`config.mk`:
```
export PLATFORM = sky130hd
export DESIGN_NAME = machine_trap_interrupt_control_unit_flat
export DESIGN_NICKNAME = d
export VERILOG_FILES = /design/src/mtic_pkg.sv /design/src/mtic_if.sv /design/src/mtic_in_stage.sv /design/src/mtic_trap_unit.sv /design/src/machine_trap_interrupt_control_unit.sv /design/src/flat_wrapper.sv
export SDC_FILE = /design/constraint.sdc
export NUM_CORES = 1
export LEC_CHECK = 0
export BUFFER_PORTS_ARGS = -buffer_cell sky130_fd_sc_hd__buf_4
export CORE_MARGIN = 3
export CORE_UTILIZATION = 40
export DETAILED_ROUTE_END_ITERATION = 7
export GPL_TIMING_DRIVEN = 0
export HOLD_SLACK_MARGIN = 0.02
export PLACE_DENSITY = 0.7
export SYNTH_ARGS = -nofsm -noshare
export SYNTH_HDL_FRONTEND = slang
export SYNTH_HIERARCHICAL = 1
export SYNTH_SLANG_ARGS = --single-unit
```
`constraint.sdc`:
```
create_clock -name clk_i -period 12.8 [get_ports clk_i]
set_input_delay 2.56 -clock clk_i [delete_from_list [all_inputs] [get_ports clk_i]]
set_output_delay 2.56 -clock clk_i [all_outputs]
set_load 0.01 [all_outputs]
```
`src/mtic_pkg.sv`:
```
// Shared types, codes and helpers of the machine trap and interrupt control block.
// No dependencies; used by every other file of the block.
`timescale 1ns / 1ps

package mtic_pkg;

  localparam int unsigned LineCountDefault = 32;
  localparam int unsigned LineIdxW         = 5;
  localparam int unsigned CauseW           = 64;
  localparam int unsigned StatusW          = 7;
  localparam int unsigned MaskW            = 32;
  localparam int unsigned CfgIdxW          = 4;
  localparam int unsigned CfgDataW         = 32;

  // mstatus bit positions within the packed status word
  localparam int unsigned StMie    = 0;
  localparam int unsigned StMpie   = 1;
  localparam int unsigned StMppLo  = 2;
  localparam int unsigned StMppHi  = 3;
  localparam int unsigned StSie    = 4;
  localparam int unsigned StSpie   = 5;
  localparam int unsigned StSpp    = 6;

  localparam logic [CauseW-1:0] CauseFlagRv32 = 64'h0000_0000_8000_0000;
  localparam logic [CauseW-1:0] CauseFlagRv64 = 64'h8000_0000_0000_0000;

  typedef enum logic [2:0] {
    ModeLineUpdate = 3'd0,
    ModeExcTrap    = 3'd1,
    ModeIrqTrap    = 3'd2,
    ModeTrapReturn = 3'd3,
    ModeSetEnables = 3'd4
  } mode_e;

  typedef enum logic [CfgIdxW-1:0] {
    CfgIrqEnable = 4'd0,
    CfgWideMode  = 4'd1
  } cfg_idx_e;

  typedef enum logic [1:0] {
    PrivUser  = 2'd0,
    PrivSuper = 2'd1,
    PrivHyper = 2'd2,
    PrivMach  = 2'd3
  } priv_e;

  typedef struct packed {
    logic [2:0]          mode;
    logic [LineIdxW-1:0] irq_number;
    logic                irq_active;
    logic [5:0]          exception_code;
    logic [1:0]          current_privilege;
    logic                machine_enable_value;
    logic                super_enable_value;
  } item_t;

  typedef struct packed {
    logic [CauseW-1:0]  cause_value;
    logic [1:0]         restored_privilege;
    logic               interrupt_request;
    logic [StatusW-1:0] status_bits;
    logic [MaskW-1:0]   pending_mask;
  } result_t;

  typedef struct packed {
    logic [MaskW-1:0] irq_enable;
    logic             wide;
  } cfg_t;

  // lowest set bit; zero when none is set
  function automatic logic [LineIdxW-1:0] lowest_line(input logic [MaskW-1:0] vec);
    logic [LineIdxW-1:0] idx;
    idx = '0;
    for (int i = MaskW - 1; i >= 0; i--) begin
      if (vec[i]) begin
        idx = LineIdxW'(i);
      end
    end
    return idx;
  endfunction

endpackage

```
`src/mtic_if.sv`:
```
// Handshake channels of the trap and interrupt control block: event, result, config.
// Depends on mtic_pkg for widths.
`timescale 1ns / 1ps

interface mtic_event_if;
  logic                          valid;
  logic                          ready;
  logic [2:0]                    mode;
  logic [mtic_pkg::LineIdxW-1:0] irq_number;
  logic                          irq_active;
  logic [5:0]                    exception_code;
  logic [1:0]                    current_privilege;
  logic                          machine_enable_value;
  logic                          super_enable_value;

  modport source (
    output valid, mode, irq_number, irq_active, exception_code, current_privilege,
           machine_enable_value, super_enable_value,
    input  ready
  );
  modport sink (
    input  valid, mode, irq_number, irq_active, exception_code, current_privilege,
           machine_enable_value, super_enable_value,
    output ready
  );
endinterface

interface mtic_result_if;
  logic                          valid;
  logic                          ready;
  logic [mtic_pkg::CauseW-1:0]   cause_value;
  logic [1:0]                    restored_privilege;
  logic                          interrupt_request;
  logic [mtic_pkg::StatusW-1:0]  status_bits;
  logic [mtic_pkg::MaskW-1:0]    pending_mask;

  modport source (
    output valid, cause_value, restored_privilege, interrupt_request, status_bits,
           pending_mask,
    input  ready
  );
  modport sink (
    input  valid, cause_value, restored_privilege, interrupt_request, status_bits,
           pending_mask,
    output ready
  );
endinterface

interface mtic_cfg_if;
  logic                          valid;
  logic                          ready;
  logic [mtic_pkg::CfgIdxW-1:0]  index;
  logic [mtic_pkg::CfgDataW-1:0] data;

  modport source (output valid, index, data, input ready);
  modport sink (input valid, index, data, output ready);
endinterface

```
`src/mtic_in_stage.sv`:
```
// Input register of the trap and interrupt control block.
// Depends on mtic_pkg and mtic_event_if.
`timescale 1ns / 1ps

module mtic_in_stage (
  input  logic             clk_i,
  input  logic             rst_ni,
  mtic_event_if.sink       event_i,
  input  logic             advance_i,
  output logic             item_valid_o,
  output mtic_pkg::item_t  item_o
);

  logic            valid_q;
  logic            valid_d;
  mtic_pkg::item_t item_q;
  logic            take;

  assign event_i.ready = !valid_q || advance_i;
  assign take          = event_i.valid && event_i.ready;

  always_comb begin
    valid_d = valid_q;
    if (take) begin
      valid_d = 1'b1;
    end else if (advance_i) begin
      valid_d = 1'b0;
    end
  end

  always_ff @(posedge clk_i or negedge rst_ni) begin
    if (!rst_ni) begin
      valid_q <= 1'b0;
    end else begin
      valid_q <= valid_d;
    end
  end

  always_ff @(posedge clk_i) begin
    if (take) begin
      item_q.mode                 <= event_i.mode;
      item_q.irq_number           <= event_i.irq_number;
      item_q.irq_active           <= event_i.irq_active;
      item_q.exception_code       <= event_i.exception_code;
      item_q.current_privilege    <= event_i.current_privilege;
      item_q.machine_enable_value <= event_i.machine_enable_value;
      item_q.super_enable_value   <= event_i.super_enable_value;
    end
  end

  assign item_valid_o = valid_q;
  assign item_o       = item_q;

endmodule

```
`src/mtic_trap_unit.sv`:
```
// Pending lines, mstatus bits and cause word, with their per-word update logic.
// Depends on mtic_pkg.
`timescale 1ns / 1ps

module mtic_trap_unit #(
  parameter int unsigned LINE_COUNT = mtic_pkg::LineCountDefault
) (
  input  logic              clk_i,
  input  logic              rst_ni,
  input  logic              advance_i,
  input  mtic_pkg::item_t   item_i,
  input  mtic_pkg::cfg_t    cfg_i,
  output mtic_pkg::result_t result_o
);

  logic [LINE_COUNT-1:0]                pending_q, pending_d;
  logic [mtic_pkg::StatusW-1:0]         status_q, status_d;
  logic [mtic_pkg::CauseW-1:0]          cause_q, cause_d;
  logic [1:0]                           restored;
  logic [LINE_COUNT-1:0]                active_now, active_next;
  logic [mtic_pkg::CauseW-1:0]          irq_cause;

  assign active_now = cfg_i.irq_enable[LINE_COUNT-1:0] & pending_q;
  assign irq_cause  = mtic_pkg::CauseW'(mtic_pkg::lowest_line(mtic_pkg::MaskW'(active_now)))
                    | (cfg_i.wide ? mtic_pkg::CauseFlagRv64 : mtic_pkg::CauseFlagRv32);

  always_comb begin
    pending_d = pending_q;
    status_d  = status_q;
    cause_d   = cause_q;
    restored  = 2'd0;
    case (mtic_pkg::mode_e'(item_i.mode))
      mtic_pkg::ModeLineUpdate: begin
        for (int i = 0; i < int'(LINE_COUNT); i++) begin
          if (item_i.irq_number == mtic_pkg::LineIdxW'(i)) begin
            pending_d[i] = item_i.irq_active;
          end
        end
      end
      mtic_pkg::ModeExcTrap, mtic_pkg::ModeIrqTrap: begin
        cause_d = (item_i.mode == mtic_pkg::ModeIrqTrap) ? irq_cause
                                                         : mtic_pkg::CauseW'(item_i.exception_code);
        status_d[mtic_pkg::StMpie]                      = status_q[mtic_pkg::StMie];
        status_d[mtic_pkg::StMie]                       = 1'b0;
        status_d[mtic_pkg::StMppHi:mtic_pkg::StMppLo]   = item_i.current_privilege;
      end
      mtic_pkg::ModeTrapReturn: begin
        if (item_i.current_privilege == mtic_pkg::PrivMach) begin
          restored                                    = status_q[mtic_pkg::StMppHi:mtic_pkg::StMppLo];
          status_d[mtic_pkg::StMppHi:mtic_pkg::StMppLo] = 2'd0;
          status_d[mtic_pkg::StMie]                   = status_q[mtic_pkg::StMpie];
          status_d[mtic_pkg::StMpie]                  = 1'b1;
        end else if (item_i.current_privilege == mtic_pkg::PrivSuper) begin
          restored                    = {1'b0, status_q[mtic_pkg::StSpp]};
          status_d[mtic_pkg::StSpp]   = 1'b0;
          status_d[mtic_pkg::StSie]   = status_q[mtic_pkg::StSpie];
          status_d[mtic_pkg::StSpie]  = 1'b1;
        end
      end
      mtic_pkg::ModeSetEnables: begin
        status_d[mtic_pkg::StMie] = item_i.machine_enable_value;
        status_d[mtic_pkg::StSie] = item_i.super_enable_value;
      end
      default: begin
      end
    endcase
  end

  assign active_next = cfg_i.irq_enable[LINE_COUNT-1:0] & pending_d;

  always_ff @(posedge clk_i or negedge rst_ni) begin
    if (!rst_ni) begin
      pending_q <= '0;
      status_q  <= '0;
      cause_q   <= '0;
    end else if (advance_i) begin
      pending_q <= pending_d;
      status_q  <= status_d;
      cause_q   <= cause_d;
    end
  end

  assign result_o.cause_value        = cause_d;
  assign result_o.restored_privilege = restored;
  assign result_o.interrupt_request  = (|active_next) && status_d[mtic_pkg::StMie];
  assign result_o.status_bits        = status_d;
  assign result_o.pending_mask       = mtic_pkg::MaskW'(pending_d);

endmodule

```
`src/machine_trap_interrupt_control_unit.sv`:
```
// Top level of the machine trap and interrupt control block.
// Depends on mtic_pkg, the channel interfaces, mtic_in_stage and mtic_trap_unit.
`timescale 1ns / 1ps

// One event word in, one result word out. A word passes through an input
// register and then a result register; a new word can be taken every cycle
// while results are taken. The event channel's ready follows the result
// channel's ready in the same cycle. Configuration writes are always taken.
module machine_trap_interrupt_control_unit #(
  parameter int unsigned LINE_COUNT = mtic_pkg::LineCountDefault
) (
  input  logic          clk_i,
  input  logic          rst_ni,
  mtic_event_if.sink    event_i,
  mtic_result_if.source result_o,
  mtic_cfg_if.sink      cfg_i
);

  logic              item_valid;
  mtic_pkg::item_t   item;
  logic              advance;
  mtic_pkg::result_t res;
  mtic_pkg::result_t res_q;
  logic              res_valid_q, res_valid_d;
  mtic_pkg::cfg_t    cfg_q;

  assign advance = item_valid && (!res_valid_q || result_o.ready);

  mtic_in_stage u_in_stage (
    .clk_i        (clk_i),
    .rst_ni       (rst_ni),
    .event_i      (event_i),
    .advance_i    (advance),
    .item_valid_o (item_valid),
    .item_o       (item)
  );

  mtic_trap_unit #(
    .LINE_COUNT (LINE_COUNT)
  ) u_trap_unit (
    .clk_i     (clk_i),
    .rst_ni    (rst_ni),
    .advance_i (advance),
    .item_i    (item),
    .cfg_i     (cfg_q),
    .result_o  (res)
  );

  // configuration registers
  assign cfg_i.ready = 1'b1;

  always_ff @(posedge clk_i or negedge rst_ni) begin
    if (!rst_ni) begin
      cfg_q <= '0;
    end else if (cfg_i.valid) begin
      case (mtic_pkg::cfg_idx_e'(cfg_i.index))
        mtic_pkg::CfgIrqEnable: cfg_q.irq_enable <= cfg_i.data;
        mtic_pkg::CfgWideMode:  cfg_q.wide       <= cfg_i.data[0];
        default: begin
        end
      endcase
    end
  end

  // result register
  always_comb begin
    res_valid_d = res_valid_q;
    if (advance) begin
      res_valid_d = 1'b1;
    end else if (result_o.ready) begin
      res_valid_d = 1'b0;
    end
  end

  always_ff @(posedge clk_i or negedge rst_ni) begin
    if (!rst_ni) begin
      res_valid_q <= 1'b0;
    end else begin
      res_valid_q <= res_valid_d;
    end
  end

  always_ff @(posedge clk_i) begin
    if (advance) begin
      res_q <= res;
    end
  end

  assign result_o.valid              = res_valid_q;
  assign result_o.cause_value        = res_q.cause_value;
  assign result_o.restored_privilege = res_q.restored_privilege;
  assign result_o.interrupt_request  = res_q.interrupt_request;
  assign result_o.status_bits        = res_q.status_bits;
  assign result_o.pending_mask       = res_q.pending_mask;

endmodule

```
`src/flat_wrapper.sv`:
```
// flat-port wrapper written by rule: the top's interface ports become plain ports
module machine_trap_interrupt_control_unit_flat 
#(
  parameter int unsigned LINE_COUNT = mtic_pkg::LineCountDefault
)
  (clk_i, rst_ni, event_i_valid, event_i_mode, event_i_irq_number, event_i_irq_active, event_i_exception_code, event_i_current_privilege, event_i_machine_enable_value, event_i_super_enable_value, event_i_ready, result_o_valid, result_o_cause_value, result_o_restored_privilege, result_o_interrupt_request, result_o_status_bits, result_o_pending_mask, result_o_ready, cfg_i_valid, cfg_i_index, cfg_i_data, cfg_i_ready);
  mtic_event_if event_i_i ();
  mtic_result_if result_o_i ();
  mtic_cfg_if cfg_i_i ();
  input  logic clk_i;
  input  logic rst_ni;
  input wire logic [$bits(event_i_i.valid)-1:0] event_i_valid;
  input wire logic [$bits(event_i_i.mode)-1:0] event_i_mode;
  input wire logic [$bits(event_i_i.irq_number)-1:0] event_i_irq_number;
  input wire logic [$bits(event_i_i.irq_active)-1:0] event_i_irq_active;
  input wire logic [$bits(event_i_i.exception_code)-1:0] event_i_exception_code;
  input wire logic [$bits(event_i_i.current_privilege)-1:0] event_i_current_privilege;
  input wire logic [$bits(event_i_i.machine_enable_value)-1:0] event_i_machine_enable_value;
  input wire logic [$bits(event_i_i.super_enable_value)-1:0] event_i_super_enable_value;
  output wire logic [$bits(event_i_i.ready)-1:0] event_i_ready;
  output wire logic [$bits(result_o_i.valid)-1:0] result_o_valid;
  output wire logic [$bits(result_o_i.cause_value)-1:0] result_o_cause_value;
  output wire logic [$bits(result_o_i.restored_privilege)-1:0] result_o_restored_privilege;
  output wire logic [$bits(result_o_i.interrupt_request)-1:0] result_o_interrupt_request;
  output wire logic [$bits(result_o_i.status_bits)-1:0] result_o_status_bits;
  output wire logic [$bits(result_o_i.pending_mask)-1:0] result_o_pending_mask;
  input wire logic [$bits(result_o_i.ready)-1:0] result_o_ready;
  input wire logic [$bits(cfg_i_i.valid)-1:0] cfg_i_valid;
  input wire logic [$bits(cfg_i_i.index)-1:0] cfg_i_index;
  input wire logic [$bits(cfg_i_i.data)-1:0] cfg_i_data;
  output wire logic [$bits(cfg_i_i.ready)-1:0] cfg_i_ready;
  assign event_i_i.valid = event_i_valid;
  assign event_i_i.mode = event_i_mode;
  assign event_i_i.irq_number = event_i_irq_number;
  assign event_i_i.irq_active = event_i_irq_active;
  assign event_i_i.exception_code = event_i_exception_code;
  assign event_i_i.current_privilege = event_i_current_privilege;
  assign event_i_i.machine_enable_value = event_i_machine_enable_value;
  assign event_i_i.super_enable_value = event_i_super_enable_value;
  assign event_i_ready = event_i_i.ready;
  assign result_o_valid = result_o_i.valid;
  assign result_o_cause_value = result_o_i.cause_value;
  assign result_o_restored_privilege = result_o_i.restored_privilege;
  assign result_o_interrupt_request = result_o_i.interrupt_request;
  assign result_o_status_bits = result_o_i.status_bits;
  assign result_o_pending_mask = result_o_i.pending_mask;
  assign result_o_i.ready = result_o_ready;
  assign cfg_i_i.valid = cfg_i_valid;
  assign cfg_i_i.index = cfg_i_index;
  assign cfg_i_i.data = cfg_i_data;
  assign cfg_i_ready = cfg_i_i.ready;
  machine_trap_interrupt_control_unit #(.LINE_COUNT(LINE_COUNT)) u_core (.clk_i(clk_i), .rst_ni(rst_ni), .event_i(event_i_i), .result_o(result_o_i), .cfg_i(cfg_i_i));
endmodule
```
### Yosys cells after proc, flatten, opt, wreduce, memory -nomap -nowiden

Index checks and enable logic that the tools add are counted.

| word-level totals | value |
|---|---|
| bits in registers | 263 |
| output and inout port bits | 109 |
| input port bits | 60 |

| operators by class | value |
|---|---|
| reduce and logical (&&, ||, !) cells | 16 |
| eq/ne operators | 38 |
| muxes and demuxes | 81 |
| bitwise logic cells | 3 |

Operators with widths:

| operator | count |
|---|---|
| 2-to-1 mux 64 bit | 3 |
| 2-to-1 mux 5 bit | 32 |
| equality test 5 bit (second input constant) | 16 |
| bitwise AND 32 bit | 2 |
| OR 5 x 64 -> 64 bit | 1 |
| equality test 5 x 4 -> 1 bit (second input constant) | 8 |
| 2-to-1 mux 1 bit | 37 |
| 2-to-1 mux 32 bit | 1 |
| OR reduction 32 bit | 1 |
| equality test 5 x 3 -> 1 bit (second input constant) | 4 |
| equality test 5 x 2 -> 1 bit (second input constant) | 2 |
| equality test 3 x 2 -> 1 bit (second input constant) | 2 |
| 2-to-1 mux 3 bit | 2 |
| case mux 3 bit (2 select lines) | 1 |
| equality test 5 x 1 -> 1 bit (second input constant) | 1 |
| zero test 5 bit | 1 |
| equality test 4 x 1 -> 1 bit (second input constant) | 1 |
| zero test 4 bit | 1 |
| 2-to-1 mux 2 bit | 2 |
| 2-to-1 mux 4 bit | 1 |
| AND reduction 2 bit | 2 |
| nonzero test 2 bit | 2 |
| equality test 3 x 1 -> 1 bit (second input constant) | 1 |
| equality test 3 bit (second input constant) | 1 |
| other kinds (9) | 13 |

### Longest topological paths before layout

| depth | value |
|---|---|
| word-level depth | 36 |
| gate-level depth with buffers | 8 |

### By module

The synthesis kept the hierarchy.

Modules (own cells, without submodules):

| module | area an instance (sq um) | cells an instance | times used |
|---|---|---|---|
| mtic_trap_unit | 5790.6 | 629 | 1 |
| machine_trap_interrupt_control_unit | 4514.3 | 184 | 1 |
| mtic_in_stage | 624.3 | 23 | 1 |

### Least setup slack after synthesis

Ideal clock, no wire load.

| timing | value |
|---|---|
| kind | input to output |
| start | input result_o_ready |
| end | output event_i_ready |
| slack | 4.536 ns |
| required time | 10.240 ns |
| stages | 3 |
| buffers on the path | 0 |
| data arrival time | 5.704 ns |
| cells stage by stage | nand2b_1 and2_1 nand2b_4 |

| on the way | value |
|---|---|
| cells in the longest elaborated chain, start to end | 3 |

RTL lines:

| what | line | source |
|---|---|---|
| from (decl) | flat_wrapper.sv:27 | `input wire logic [$bits(result_o_i.ready)-1:0] result_o_ready;` |
| logical OR 1 bit | machine_trap_interrupt_control_unit.sv:27 | `assign advance = item_valid && (!res_valid_q \|\| result_o.ready);` |
| logical AND 1 bit | machine_trap_interrupt_control_unit.sv:27 |  |
| net u_core.advance | machine_trap_interrupt_control_unit.sv:21 | `logic advance;` |
| logical OR 1 bit | mtic_in_stage.sv:19 | `assign event_i.ready = !valid_q \|\| advance_i;` |
| to (decl) | flat_wrapper.sv:20 | `output wire logic [$bits(event_i_i.ready)-1:0] event_i_ready;` |

The timed path passes the listed nets, and every way through them passes these cells.

### Final worst setup path

Ends and elaborated chain as after synthesis.

==> results.json <==
{
  "yosys.area.top_type": "edfxtp_1",
  "dieArea_um2": 29300,
  "timing_worst_setup_path_type": "in2out",
  "finalHoldViolations": 0,
  "die_x_um": 171,
  "cts_resized": 0,
  "ys.warnings.count": 6,
  "dr_wl_met3_um": 1770,
  "hp-start": "u_core/u_trap_unit/cause_q[10]",
  "synthArstFlopShare_pct": 52.5,
  "min_period_over_period_pct": 50.8,
  "stdcell_area_um2": 13600,
  "cts_buffers": 28,
  "max_slew.worst_pin.slew_ns": 1.16,
  "antenna_found_initial": 0,
  "drc_errors": 0,
  "h-tree-depth": 1,
  "met2RoutedLength_um": 12800,
  "place_hpwl_um": 19400,
  "postCtsSetupBuffers": 0,
  "tns_ns": 0,
  "ff2ff_setup_slack_ns": 9.55,
  "fin_nets": 1095,
  "io_buffers": 167,
  "grt_pass1_vias": 7120,
  "core_um2": 26400,
  "drive_gt1_share_pct": 29.0,
  "fmax_mhz": 154,
  "intPower_w": 0.00175,
  "rr_startpoint": "u_core/result_o.valid",
  "antenna_cells": 0,
  "crit_fanout": 69,
  "power_frac_seq_pct": 46.7,
  "grt_overflow": 0,
  "p_leak_nw": 5.74,
  "grt_pass1_wl_um": 41300,
  "drt-met1-wl_um": 11900,
  "p_per_area_nw_per_um2": 179,
  "seq_area_frac_synth_pct": 65.9,
  "wl_per_cell_um": 19.4,
  "syn_nets": 896,
  "timing.hold.ws_ns": 0.470,
  "r2r_cells": 6,
  "fill_cells": 2270,
  "ioPinCount": 169,
  "drt_pre_antenna_iters": 5,
  "synth_area_um2": 10900,
  "peakVddDrop_uv": 117,
  "maxCapViolCount": 0,
  "via_per_inst": 5.18,
  "critPathRequiredTime_ns": 10.24,
  "cts_max_path_buffers": 3,
  "min_to": "u_core/u_trap_unit/cause_q[10]",
  "fin_crit_ns": 6.50,
  "synth-seq-cells": 263,
  "rsz0062_at_grt": "false",
  "clk_pin_slew_ns": 0.06,
  "start_util_pct": 41.4,
  "r2r_end": "u_core/u_trap_unit/pending_q[14]",
  "drv_slew": 0,
  "relSlewSlack_pct": 21.6,
  "area_delta_synth_final_pct": 24.5,
  "cts_hold_buf": 0,
  "routed_wl_um": 27000,
  "combinationalPowerShare_pct": 19.6,
  "dieHeight_um": 171,
  "hold_path_class": "reg2reg",
  "insertion_delay_ns": 0.53,
  "cp-end-kind": "output port",
  "pwr-share-clk_pct": 33.8,
  "synth_cell_types": 55,
  "drt_iter0_drc": 495,
  "p_switching_w": 0.000688,
  "cp.arrival_ns": 3.94,
  "synth_top_area_share_pct": 34.3,
  "grt_usage_pct": 18.1,
  "avgSynthCellArea_um2": 13.1,
  "rows": 59,
  "highest_layer": "met4",
  "swShare_pct": 28.2,
  "grt_max_degree": 77,
  "routed-via-count": 7213,
  "cts-root-buf": "clkbuf_16",
  "critPathLaunchType": "input pin",
  "antenna_left": 0,
  "place.gp.congestion": 0.958,
  "synth_cells": 836,
  "finalSetupViolations": 0,
  "fin_skew_ns": 0.0154,
  "status": "finished, final reports clean",
  "synth_edf_count": 125,
  "place_area_um2": 12700,
  "cts_sinks": 263,
  "cts_tree": "done",
  "synthFlopType": "dfrtp_1",
  "synth_area_leaders": "edfxtp_1 34%, dfrtp_1 32%, mux2_2 7.1%",
  "hold_depth": 1
}
[sequential cells by signal, indices dropped and copies added, names as in the netlist, 2 cells and up]
signal,flops
u_core/result_o.restored_privilege,2
u_core/u_in_stage/item_o,19
u_core/result_o.pending_mask,32
u_core/u_trap_unit/pending_q,32
u_core/result_o.status_bits,7
u_core/u_trap_unit/cause_q,64
u_core/result_o.cause_value,64
u_core/u_trap_unit/status_q,7
u_core/cfg_q,33
[routing by layer]
metal | track usage, % | vias to the layer above
met5 | 0 | -
met2 | 29.9 | 248
met1 | 24.9 | 3538
met4 | 4.48 | 0
met3 | 3.29 | 39
li1 | - | 3388
[layout make-up]
cell class | instances | area [µm²] | share of cell area (%)
timing repair buffer | 169 | 1310 | 9.59
tap | 335 | 419 | 3.08
multi-input combinational | 531 | 3530 | 25.9
inverter | 3 | 11.3 | 0.0828
sequential | 263 | 7210 | 53.0
buffer | 39 | 185 | 1.36
clock buffer | 41 | 811 | 5.96
clock inverter | 11 | 141 | 1.04
[worst max-delay path, stage by stage]
cell,delay [ns]
buf_4,0.07
nand2b_1,0.11
and2_4,0.78
nand2b_4,0.29
buf_4,0.12
[Yosys cell counts (all sizes together), types with 2 or more instances]
library cell / n
a22o: 8
clkbuf: 28
nor3: 8
and3: 4
dfrtp: 138
a31oi: 2
a21oi: 13
mux2i: 14
or2: 2
nand2: 66
nand2b: 9
o22ai: 2
a2111oi: 4
a22oi: 15
edfxtp: 125
mux2: 81
or4b: 2
and2: 117
inv: 3
o31ai: 2
nor4: 2
nand4: 12
o211ai: 5
nor2b: 5
o21a: 4
nand3: 34
nor2: 85
o21ai: 10
a32o: 5
buf: 11
a21boi: 5
a311oi: 2
[cells in the final DEF (no fill, tap or decap), drive strengths merged, types with 8 or more instances in the layout]
| master | n |
|---|---|
| nor3 | 8 |
| dfrtp | 138 |
| nor2 | 85 |
| nand3 | 34 |
| and2 | 117 |
| o21ai | 10 |
| clkbuf | 69 |
| a22o | 8 |
| edfxtp | 125 |
| nand2 | 66 |
| a21oi | 13 |
| mux2 | 81 |
| mux2i | 14 |
| a22oi | 15 |
| nand4 | 12 |
| nand2b | 9 |
| buf | 180 |
[worst max-delay path by stage]
stage                         from       endpoint  slack, ns  cells past startpoint
floorplan           result_o_ready  event_i_ready       4.54                      3
global placement    result_o_ready  event_i_ready       3.09                      5
detailed placement  result_o_ready  event_i_ready       6.28                      5
CTS                 result_o_ready  event_i_ready       6.27                      5
global route        result_o_ready  event_i_ready       6.18                      5
finish              result_o_ready  event_i_ready       6.30                      5
[power by group through the flow]
stage	sequential, W	combinational [W]	clock (W)
final	0.00114	0.000477	0.000825
after global routing	0.00115	0.000525	0.000878
after CTS	0.00114	0.000480	0.000842
after detailed placement	0.00115	0.000476	0
after global placement	0.00115	0.000466	0
after floorplan	0.00115	0.000265	0
[per-stage QoR]
| step | setup slack [ns] | util (%) | total power [W] | instances |
|---|---|---|---|---|
| finish | 6.30 | 51.5 | 0.00244 | 1392 |
| detailed placement | 6.28 | 47.9 | 0.00163 | 1340 |
| CTS | 6.27 | 51.5 | 0.00246 | 1392 |
| global placement | 3.09 | 47.7 | 0.00162 | 1338 |
| floorplan | 4.54 | - | 0.00141 | 836 |
| global route | 6.18 | 51.5 | 0.00256 | 1392 |
[cell families (layout without fill, tap and decap cells)]
kind of cell / count (synthesis) / after routing / share of synthesized area (%)
AOI/OAI and AO/OA: 85 / 85 / 5.76
xor gates and xnor gates: 1 / 1 / 0.0802
and+or+nand+nor: 349 / 349 / 16.8
DFF: 263 / 263 / 65.9
other: 1 / 1 / 0.0343
muxes: 95 / 95 / 9.63
buffers and inverters: 42 / 263 / 1.80
Power figures use the tool's default switching activity.
